[src/sv/spgd_pkg.sv]
`timescale 1ns / 1ps
`default_nettype none

package spgd_pkg;

	localparam int CHANNELS_DEF = 4;
	localparam int ADDR_W = 5;
	localparam int DATA_W = 32;

	localparam logic [15:0] GAIN_RST = 16'd1280;
	localparam logic [14:0] PSCALE_RST = 15'd1311;
	localparam logic [15:0] MSCALE_RST = 16'd4096;
	localparam logic [14:0] LOWER_RST = 15'd1638;
	localparam logic [14:0] UPPER_RST = 15'd31129;
	localparam logic [14:0] RECENTER_RST = 15'd16384;
	localparam logic [15:0] SEED_RST = 16'd44257;

	localparam logic [14:0] TWO_VOLT_CODES = 15'd6554;
	localparam logic [15:0] LFSR_TAPS = 16'hB400;

	typedef enum logic [1:0] {
		PH_NOMINAL = 2'd0,
		PH_PLUS = 2'd1,
		PH_MINUS = 2'd2
	} phase_t;

	typedef enum logic [2:0] {
		REG_GAIN = 3'd0,
		REG_PSCALE = 3'd1,
		REG_MSCALE = 3'd2,
		REG_LOWER = 3'd3,
		REG_UPPER = 3'd4,
		REG_RECENTER = 3'd5,
		REG_SEED = 3'd6
	} reg_idx_t;

	typedef struct packed {
		logic [15:0] gain;
		logic [14:0] pscale;
		logic [15:0] mscale;
		logic [14:0] lower;
		logic [14:0] upper;
		logic [14:0] recenter;
		logic [15:0] seed;
		logic seed_load;
	} cfg_t;

	function automatic logic [15:0] lfsr_step(input logic [15:0] s);
		logic [15:0] n;
		n = {1'b0, s[15:1]};
		if (s[0]) begin
			n = n ^ LFSR_TAPS;
		end
		if (n == 16'd0) begin
			n = 16'd1;
		end
		return n;
	endfunction

endpackage

`default_nettype wire

[src/sv/spgd_ram.sv]
`timescale 1ns / 1ps
`default_nettype none

module spgd_ram #(
	parameter int WIDTH = 30,
	parameter int DEPTH = 4,
	localparam int AW = (DEPTH > 1) ? $clog2(DEPTH) : 1
) (
	input wire logic clk,
	input wire logic we,
	input wire logic [AW-1:0] waddr,
	input wire logic [WIDTH-1:0] wdata,
	input wire logic [AW-1:0] raddr,
	output logic [WIDTH-1:0] rdata
);

	logic [WIDTH-1:0] mem [DEPTH];

	always_ff @(posedge clk) begin
		if (we) begin
			mem[waddr] <= wdata;
		end
		rdata <= mem[raddr];
	end

endmodule

`default_nettype wire

[src/sv/spgd_regs.sv]
`timescale 1ns / 1ps
`default_nettype none

module spgd_regs import spgd_pkg::*; (
	input wire logic clk,
	input wire logic arst_n,
	input wire logic psel,
	input wire logic penable,
	input wire logic pwrite,
	input wire logic [ADDR_W-1:0] paddr,
	input wire logic [DATA_W-1:0] pwdata,
	output logic [DATA_W-1:0] prdata,
	output logic pready,
	output cfg_t cfg
);

	logic [15:0] gain_q;
	logic [14:0] pscale_q;
	logic [15:0] mscale_q;
	logic [14:0] lower_q;
	logic [14:0] upper_q;
	logic [14:0] recenter_q;
	logic [15:0] seed_q;
	logic wr;
	reg_idx_t idx;

	assign pready = 1'b1;
	assign wr = psel && penable && pwrite;
	assign idx = reg_idx_t'(paddr[4:2]);

	always_ff @(posedge clk or negedge arst_n) begin
		if (!arst_n) begin
			gain_q <= GAIN_RST;
			pscale_q <= PSCALE_RST;
			mscale_q <= MSCALE_RST;
			lower_q <= LOWER_RST;
			upper_q <= UPPER_RST;
			recenter_q <= RECENTER_RST;
			seed_q <= SEED_RST;
		end else if (wr) begin
			case (idx)
				REG_GAIN: gain_q <= pwdata[15:0];
				REG_PSCALE: pscale_q <= pwdata[14:0];
				REG_MSCALE: mscale_q <= pwdata[15:0];
				REG_LOWER: lower_q <= pwdata[14:0];
				REG_UPPER: upper_q <= pwdata[14:0];
				REG_RECENTER: recenter_q <= pwdata[14:0];
				REG_SEED: seed_q <= pwdata[15:0];
				default: ;
			endcase
		end
	end

	always_comb begin
		case (idx)
			REG_GAIN: prdata = DATA_W'(gain_q);
			REG_PSCALE: prdata = DATA_W'(pscale_q);
			REG_MSCALE: prdata = DATA_W'(mscale_q);
			REG_LOWER: prdata = DATA_W'(lower_q);
			REG_UPPER: prdata = DATA_W'(upper_q);
			REG_RECENTER: prdata = DATA_W'(recenter_q);
			REG_SEED: prdata = DATA_W'(seed_q);
			default: prdata = '0;
		endcase
	end

	always_comb begin
		cfg.gain = gain_q;
		cfg.pscale = pscale_q;
		cfg.mscale = mscale_q;
		cfg.lower = lower_q;
		cfg.upper = upper_q;
		cfg.recenter = recenter_q;
		cfg.seed = pwdata[15:0];
		cfg.seed_load = wr && (idx == REG_SEED);
	end

endmodule

`default_nettype wire

[src/sv/spgd_core.sv]
`timescale 1ns / 1ps
`default_nettype none

module spgd_core import spgd_pkg::*; #(
	parameter int CHANNELS = CHANNELS_DEF
) (
	input wire logic clk,
	input wire logic arst_n,
	input wire cfg_t cfg,
	input wire logic in_valid,
	output logic in_ready,
	input wire logic signed [15:0] metric,
	output logic out_valid,
	input wire logic out_ready,
	output logic [5:0] channel,
	output logic [14:0] drive,
	output logic [1:0] phase_out,
	output logic last
);

	localparam int CH_W = (CHANNELS > 1) ? $clog2(CHANNELS) : 1;

	typedef enum logic [7:0] {
		S_IDLE = 8'b00000001,
		S_MUL = 8'b00000010,
		S_SCALE = 8'b00000100,
		S_GAIN = 8'b00001000,
		S_READ = 8'b00010000,
		S_CALC = 8'b00100000,
		S_STEP = 8'b01000000,
		S_WB = 8'b10000000
	} state_t;

	typedef enum logic [1:0] {
		OP_INIT = 2'd0,
		OP_PERT = 2'd1,
		OP_MINUS = 2'd2,
		OP_UPDATE = 2'd3
	} op_t;

	state_t state_q;
	op_t op_q;
	op_t op_new;
	phase_t phase_q;
	phase_t res_phase;
	logic started_q;
	logic [15:0] lfsr_q;
	logic [15:0] lfsr_nx;
	logic [CH_W-1:0] ch_q;
	logic ch_last;

	logic signed [15:0] metric_q;
	logic signed [32:0] msc_s1;
	logic signed [33:0] msc_rnd;
	logic signed [21:0] msc_sh;
	logic signed [15:0] scaled;
	logic signed [15:0] plus_q;
	logic signed [16:0] diff_q;
	logic signed [32:0] gd_q;

	logic [14:0] rnd_mul;
	logic [30:0] rnd_prod;
	logic [14:0] rnd_q;
	logic [14:0] v_q;
	logic [14:0] dv_q;
	logic signed [47:0] p_q;
	logic signed [51:0] x10;
	logic signed [28:0] step_q;
	logic signed [29:0] nv;
	logic [15:0] psum;
	logic [14:0] res;
	logic [14:0] new_v;
	logic out_free;
	logic advance;

	logic [29:0] rdata;
	logic [14:0] rd_v;
	logic [14:0] rd_dv;

	logic out_valid_q;
	logic [CH_W-1:0] out_ch_q;
	logic [14:0] out_drive_q;
	phase_t out_phase_q;
	logic out_last_q;

	spgd_ram #(
		.WIDTH(30),
		.DEPTH(CHANNELS)
	) u_ram (
		.clk(clk),
		.we(advance),
		.waddr(ch_q),
		.wdata({new_v, dv_q}),
		.raddr(ch_q),
		.rdata(rdata)
	);

	assign rd_v = rdata[29:15];
	assign rd_dv = rdata[14:0];
	assign in_ready = (state_q == S_IDLE);
	assign ch_last = (ch_q == CH_W'(CHANNELS - 1));
	assign out_free = !out_valid_q || out_ready;
	assign advance = (state_q == S_WB) && out_free;
	assign lfsr_nx = lfsr_step(lfsr_q);

	always_comb begin
		if (!started_q) begin
			op_new = OP_INIT;
		end else begin
			case (phase_q)
				PH_PLUS: op_new = OP_MINUS;
				PH_MINUS: op_new = OP_UPDATE;
				default: op_new = OP_PERT;
			endcase
		end
	end

	// metric scaling, ties toward +inf then saturate
	always_comb begin
		msc_rnd = 34'(msc_s1) + 34'sd2048;
		msc_sh = msc_rnd[33:12];
		if (msc_sh > 22'sd32767) begin
			scaled = 16'sh7FFF;
		end else if (msc_sh < -22'sd32768) begin
			scaled = -16'sd32768;
		end else begin
			scaled = msc_sh[15:0];
		end
	end

	assign rnd_mul = (op_q == OP_INIT) ? TWO_VOLT_CODES : cfg.pscale;
	assign rnd_prod = 31'(lfsr_nx) * 31'(rnd_mul);
	assign x10 = (52'(p_q) <<< 3) + (52'(p_q) <<< 1) + 52'sd4194304;
	assign nv = $signed({15'd0, v_q}) + 30'(step_q);
	assign psum = {1'b0, v_q} + {1'b0, dv_q};

	always_comb begin
		new_v = v_q;
		case (op_q)
			OP_INIT: begin
				res = v_q;
				res_phase = PH_NOMINAL;
			end
			OP_PERT: begin
				res = psum[15] ? 15'h7FFF : psum[14:0];
				res_phase = PH_PLUS;
			end
			OP_MINUS: begin
				res = (v_q > dv_q) ? (v_q - dv_q) : 15'd0;
				res_phase = PH_MINUS;
			end
			default: begin
				if (nv < $signed({15'd0, cfg.lower}) || nv > $signed({15'd0, cfg.upper})) begin
					new_v = cfg.recenter;
				end else begin
					new_v = nv[14:0];
				end
				res = new_v;
				res_phase = PH_NOMINAL;
			end
		endcase
	end

	always_ff @(posedge clk or negedge arst_n) begin
		if (!arst_n) begin
			state_q <= S_IDLE;
			op_q <= OP_INIT;
			phase_q <= PH_NOMINAL;
			started_q <= 1'b0;
			lfsr_q <= SEED_RST;
			ch_q <= '0;
			out_valid_q <= 1'b0;
		end else begin
			if (cfg.seed_load) begin
				lfsr_q <= (cfg.seed == 16'd0) ? 16'd1 : cfg.seed;
			end
			if (out_valid_q && out_ready) begin
				out_valid_q <= 1'b0;
			end
			case (state_q)
				S_IDLE: begin
					if (in_valid) begin
						op_q <= op_new;
						ch_q <= '0;
						if (op_new == OP_MINUS || op_new == OP_UPDATE) begin
							state_q <= S_MUL;
						end else begin
							state_q <= S_READ;
						end
					end
				end
				S_MUL: state_q <= S_SCALE;
				S_SCALE: state_q <= S_GAIN;
				S_GAIN: state_q <= S_READ;
				S_READ: begin
					if (op_q == OP_INIT || op_q == OP_PERT) begin
						lfsr_q <= lfsr_nx;
					end
					state_q <= S_CALC;
				end
				S_CALC: state_q <= S_STEP;
				S_STEP: state_q <= S_WB;
				S_WB: begin
					if (out_free) begin
						out_valid_q <= 1'b1;
						if (ch_last) begin
							state_q <= S_IDLE;
							started_q <= 1'b1;
							phase_q <= res_phase;
							ch_q <= '0;
						end else begin
							ch_q <= ch_q + 1'b1;
							state_q <= S_READ;
						end
					end
				end
				default: state_q <= S_IDLE;
			endcase
		end
	end

	always_ff @(posedge clk) begin
		if (in_valid && in_ready) begin
			metric_q <= metric;
		end
		if (state_q == S_MUL) begin
			msc_s1 <= metric_q * $signed({1'b0, cfg.mscale});
		end
		if (state_q == S_SCALE) begin
			if (op_q == OP_MINUS) begin
				plus_q <= scaled;
			end
			diff_q <= 17'(plus_q) - 17'(scaled);
		end
		if (state_q == S_GAIN) begin
			gd_q <= diff_q * $signed({1'b0, cfg.gain});
		end
		if (state_q == S_READ) begin
			rnd_q <= rnd_prod[30:16];
		end
		if (state_q == S_CALC) begin
			v_q <= (op_q == OP_INIT) ? rnd_q : rd_v;
			dv_q <= (op_q == OP_PERT) ? rnd_q : rd_dv;
			p_q <= gd_q * $signed({1'b0, rd_dv});
		end
		if (state_q == S_STEP) begin
			step_q <= x10[51:23];
		end
		if (advance) begin
			out_ch_q <= ch_q;
			out_drive_q <= res;
			out_phase_q <= res_phase;
			out_last_q <= ch_last;
		end
	end

	assign out_valid = out_valid_q;
	assign channel = 6'(out_ch_q);
	assign drive = out_drive_q;
	assign phase_out = out_phase_q;
	assign last = out_last_q;

endmodule

`default_nettype wire

[src/sv/spgd_dither_optimizer_top.sv]
// an item that carries a metric (minus and update phases) passes the mul, scale and gain states,
// one that does not (first item, plus phase) skips them; a new item is accepted only in idle
// channels are served one at a time through the read and write ports of the state memory
// each result passes read, calc, step and writeback; writeback waits while the output is stalled
// async reset sets control, configuration registers and lfsr; drive and perturbation memory is not cleared
`timescale 1ns / 1ps
`default_nettype none

module spgd_dither_optimizer_top import spgd_pkg::*; #(
	parameter int CHANNELS = CHANNELS_DEF
) (
	input wire logic clk,
	input wire logic arst_n,
	input wire logic psel,
	input wire logic penable,
	input wire logic pwrite,
	input wire logic [ADDR_W-1:0] paddr,
	input wire logic [DATA_W-1:0] pwdata,
	output logic [DATA_W-1:0] prdata,
	output logic pready,
	input wire logic in_valid,
	output logic in_ready,
	input wire logic signed [15:0] metric,
	output logic out_valid,
	input wire logic out_ready,
	output logic [5:0] channel,
	output logic [14:0] drive,
	output logic [1:0] phase_out,
	output logic last
);

	cfg_t cfg;

	spgd_regs u_regs (
		.clk(clk),
		.arst_n(arst_n),
		.psel(psel),
		.penable(penable),
		.pwrite(pwrite),
		.paddr(paddr),
		.pwdata(pwdata),
		.prdata(prdata),
		.pready(pready),
		.cfg(cfg)
	);

	spgd_core #(
		.CHANNELS(CHANNELS)
	) u_core (
		.clk(clk),
		.arst_n(arst_n),
		.cfg(cfg),
		.in_valid(in_valid),
		.in_ready(in_ready),
		.metric(metric),
		.out_valid(out_valid),
		.out_ready(out_ready),
		.channel(channel),
		.drive(drive),
		.phase_out(phase_out),
		.last(last)
	);

endmodule

`default_nettype wire

[config.mk]
export PLATFORM = sky130hd
export DESIGN_NAME = spgd_dither_optimizer_top
export DESIGN_NICKNAME = d
export VERILOG_FILES = /design/src/sv/spgd_pkg.sv /design/src/sv/spgd_ram.sv /design/src/sv/spgd_regs.sv /design/src/sv/spgd_core.sv /design/src/sv/spgd_dither_optimizer_top.sv
export SDC_FILE = /design/constraint.sdc
export NUM_CORES = 2
export LEC_CHECK = 0
export ABC_AREA = 0
export BUFFER_PORTS_ARGS = -buffer_cell sky130_fd_sc_hd__buf_2
export CAP_MARGIN = 15
export CORE_ASPECT_RATIO = 1.2
export CORE_MARGIN = 1.5
export CORE_UTILIZATION = 50
export CTS_CLUSTER_SIZE = 20
export DETAILED_ROUTE_END_ITERATION = 12
export PLACE_DENSITY = 0.74
export SYNTH_ARGS = -nofsm -noshare
export SYNTH_HDL_FRONTEND = slang
export SYNTH_SLANG_ARGS = --single-unit
[constraint.sdc]
create_clock -name clk -period 8.25 [get_ports clk]
set_input_delay 0.4125 -clock clk [delete_from_list [all_inputs] [get_ports clk]]
set_output_delay 0.4125 -clock clk [all_outputs]
set_load 0.005 [all_outputs]
==> flow_metrics.env <==
export IMPL_synth_top_area_share=0.318
export IMPL_row_count=150
export IMPL_clkTransAtPathRegs_ns=0.06
export IMPL_critPathMaxFanout=5
export IMPL_grt_usage=0.247
export IMPL_htree_levels=2
export IMPL_io_buffers=79
export IMPL_synth_distinct_cells=98
export IMPL_crit_path_end_kind="flop"
export IMPL_routed_via_density=5.57
export IMPL_cts_buffers_inserted=58
export IMPL_die_height_um=413
export IMPL_cp_arrival_ns=8.33
export IMPL_antenna_left=0
export IMPL_slew_headroom=0.206
export IMPL_drv_cap=0
export IMPL_synth_commonest_cells="inv_1, fa_1, nand2_1"
export IMPL_rsz0062_at_grt="false"
export IMPL_setup_viol=0
export IMPL_hold_violations=0
export IMPL_grt_max_degree=88
export IMPL_tns_ns=0
export IMPL_firstDrtPassIters=5
export IMPL_final_area_um2=74400
export IMPL_outcome="complete, no violations"
export IMPL_core_area_um2=139000
export IMPL_antenna_found_initial=9
export IMPL_synth_avg_cell_area_um2=9.93
export IMPL_ys_ff_latch=536
export IMPL_grt_ovfl_total=0
export IMPL_grt_pass1_vias=53394
export IMPL_criticalPathCategory="flop to flop"
export IMPL_start_util=0.504
export IMPL_fin_crit_sh=0.958
export IMPL_worst_pin_slew_ns=1.19
export IMPL_async_flop_share=0.261
export IMPL_synth_edf_count=366
export IMPL_cts_tree="done"
export IMPL_ctsLongestPathBuffers=3
export IMPL_post_route_cells_drive_above_1_share=0.0710
export IMPL_ys_flop_type="edfxtp_1"
export IMPL_ios=119
export IMPL_yosysWarnings=0
export IMPL_syn_cell_area_um2=70000
export IMPL_clock_sinks=536
export IMPL_place_congestion=0.941
export IMPL_ctsResizeCount=0
export IMPL_finalCriticalPeriod_ns=7.90
export IMPL_placed_area_um2=72100
export IMPL_drt_initial_drc_count=3480
export IMPL_wl_per_cell_um=19.2
export IMPL_clock_fmax_mhz=127
export IMPL_cp_required_ns=8.67
export IMPL_die_x_um=345
export IMPL_route_vias_total=49446
export IMPL_dp_hpwl_mm=134
export IMPL_synth_area_top_cells="fa_1, edfxtp_1, ha_1, inv_1, nand2_1"
export IMPL_route_detailed_drc=0
export IMPL_hold_path_class="input port to flop"
export IMPL_skew_ns=0.0429
export IMPL_yosysTopAreaCell="fa_1"
export IMPL_critPathLaunchType="flop"
export IMPL_clock_latency_ns=0.71
export IMPL_synthMostInstantiatedCell="inv_1"
export IMPL_seq_area_frac_synth=0.216
export IMPL_die_area_um2=142000
export IMPL_synth_cells=7052
export IMPL_wirelength_mm=171
export IMPL_slew_violations=0
export IMPL_r2r_setup_slack_ns=0.35
export IMPL_root_buffer="clkbuf_16"
export IMPL_syn_to_final_growth_pct=6.24
export IMPL_final_nets=8761
export IMPL_grt_pass1_wl_mm=279
[path summary, 6_finish.rpt]
check | to | startpoint | cells past startpoint
max in group asynchronous | u_regs.upper_q[14]$_DFFE_PN1P_ | arst_n | 4
max reg2reg | u_core.rnd_q[12]$_DFFE_PN_ | u_core.lfsr_q[11]$_DFF_PN1_ | 24
min in group asynchronous | u_core.lfsr_q[14]$_DFF_PN0_ | arst_n | 2
max | u_core.rnd_q[12]$_DFFE_PN_ | u_core.lfsr_q[11]$_DFF_PN1_ | 24
min reg2reg | u_core.v_q[12]$_DFFE_PP_ | u_core.u_ram.rdata[27]$_DFF_P_ | 2
min | u_regs.upper_q[7]$_DFFE_PN1P_ | pwdata[7] | 3
[per-layer routing]
layer  GRT usage  vias to the layer above  share of wire
li1            -                    22143              -
met1       0.305                    25207           0.39
met2       0.437                     1683           0.51
met3      0.0382                      403          0.068
met4      0.0856                       10          0.034
met5           0                        -        0.00035
[flip-flops by register name (all words and copies together) (netlist names), 17 cells and up]
register and flops:
u_core.gd_q 33, u_core.u_ram.mem 120, u_core.step_q 29, u_core.p_q 48, u_core.u_ram.rdata 30, u_core.diff_q 17
u_core.msc_s1 22
[cell families after synthesis]
group / synth area share
and+or+nand+nor: 0.138
adders and majority gates: 0.424
buffers and inverters: 0.0920
AOI/OAI and AO/OA: 0.0705
DFF: 0.216
xor gates and xnor gates: 0.0256
muxes: 0.0334
other: 0.000107
[area by class of cell]
type                    count  area (um2)
well taps                1824        2280
inverters                1340        5030
multi-input cells        4867       48600
flip-flops and latches    536       15100
repair buffers            191        1340
clock buffers              77        1630
clock inverters            33         398
fillers                 11973       64700
diodes                      2        5.00
[cells in the final DEF, fill, tap and decap left out, types with 13 or more instances in the layout]
cell,instances
inv_1,1340
fa_1,1112
nand2_1,949
ha_1,595
and2_1,433
edfxtp_1,366
nor2_1,200
a21oi_1,174
o21ai_0,172
xnor2_1,135
mux2_2,104
dfrtp_1,96
buf_4,92
and3_1,90
a21o_1,90
buf_2,78
xor2_1,70
nor2b_1,67
nand3_1,64
clkbuf_16,60
nand2b_1,49
mux2i_1,45
dfstp_2,43
nor3_1,42
o21a_1,40
nand4_1,36
mux4_2,32
dfxtp_1,30
a31oi_1,26
a211oi_1,23
a211o_1,22
conb_1,21
o211ai_1,18
o21bai_1,18
dlygate4sd3_1,17
a21boi_0,13
[critical path: stages, from the launching register on]
cell and delay [ns]:
dfstp_2 0.39, or4_1 0.55, a2111oi_2 0.44, o21ai_0 0.20
fa_1 0.55, fa_1 0.55, inv_1 0.06, fa_1 0.52
fa_1 0.55, fa_1 0.55, inv_1 0.06, fa_1 0.53
inv_1 0.04, ha_1 0.29, o21a_1 0.20, and2_1 0.15
a221oi_1 0.30, o211ai_1 0.14, buf_4 0.18, a41o_1 0.29
a21oi_1 0.28, a41oi_2 0.24, a21o_1 0.25, a21o_1 0.20
xor2_1 0.14
[stage by stage]
stage	hold WS [ns]	cells	setup slack (ns)	utilization
3_5_place_dp	0.406	8737	0.284	0.519
6_report	0.0914	8870	0.349	0.535
2_1_floorplan	0.117	7071	0.827	-
5_1_grt	0.108	8869	0.100	0.535
3_3_place_gp	0.403	8737	0.313	0.519
4_1_cts	0.0571	8864	0.266	0.534
[what timing repair did]
item                                    4_1_cts  5_1_grt
hold endpoints to repair                     55        0
endpoints found under the setup margin        0        2
hold buffers                                 17        0
setup buffers                                 0        1
Power is left out: the tool's default activity adds up to more than one toggle a clock period on the data nets, which glitch-free logic cannot reach.
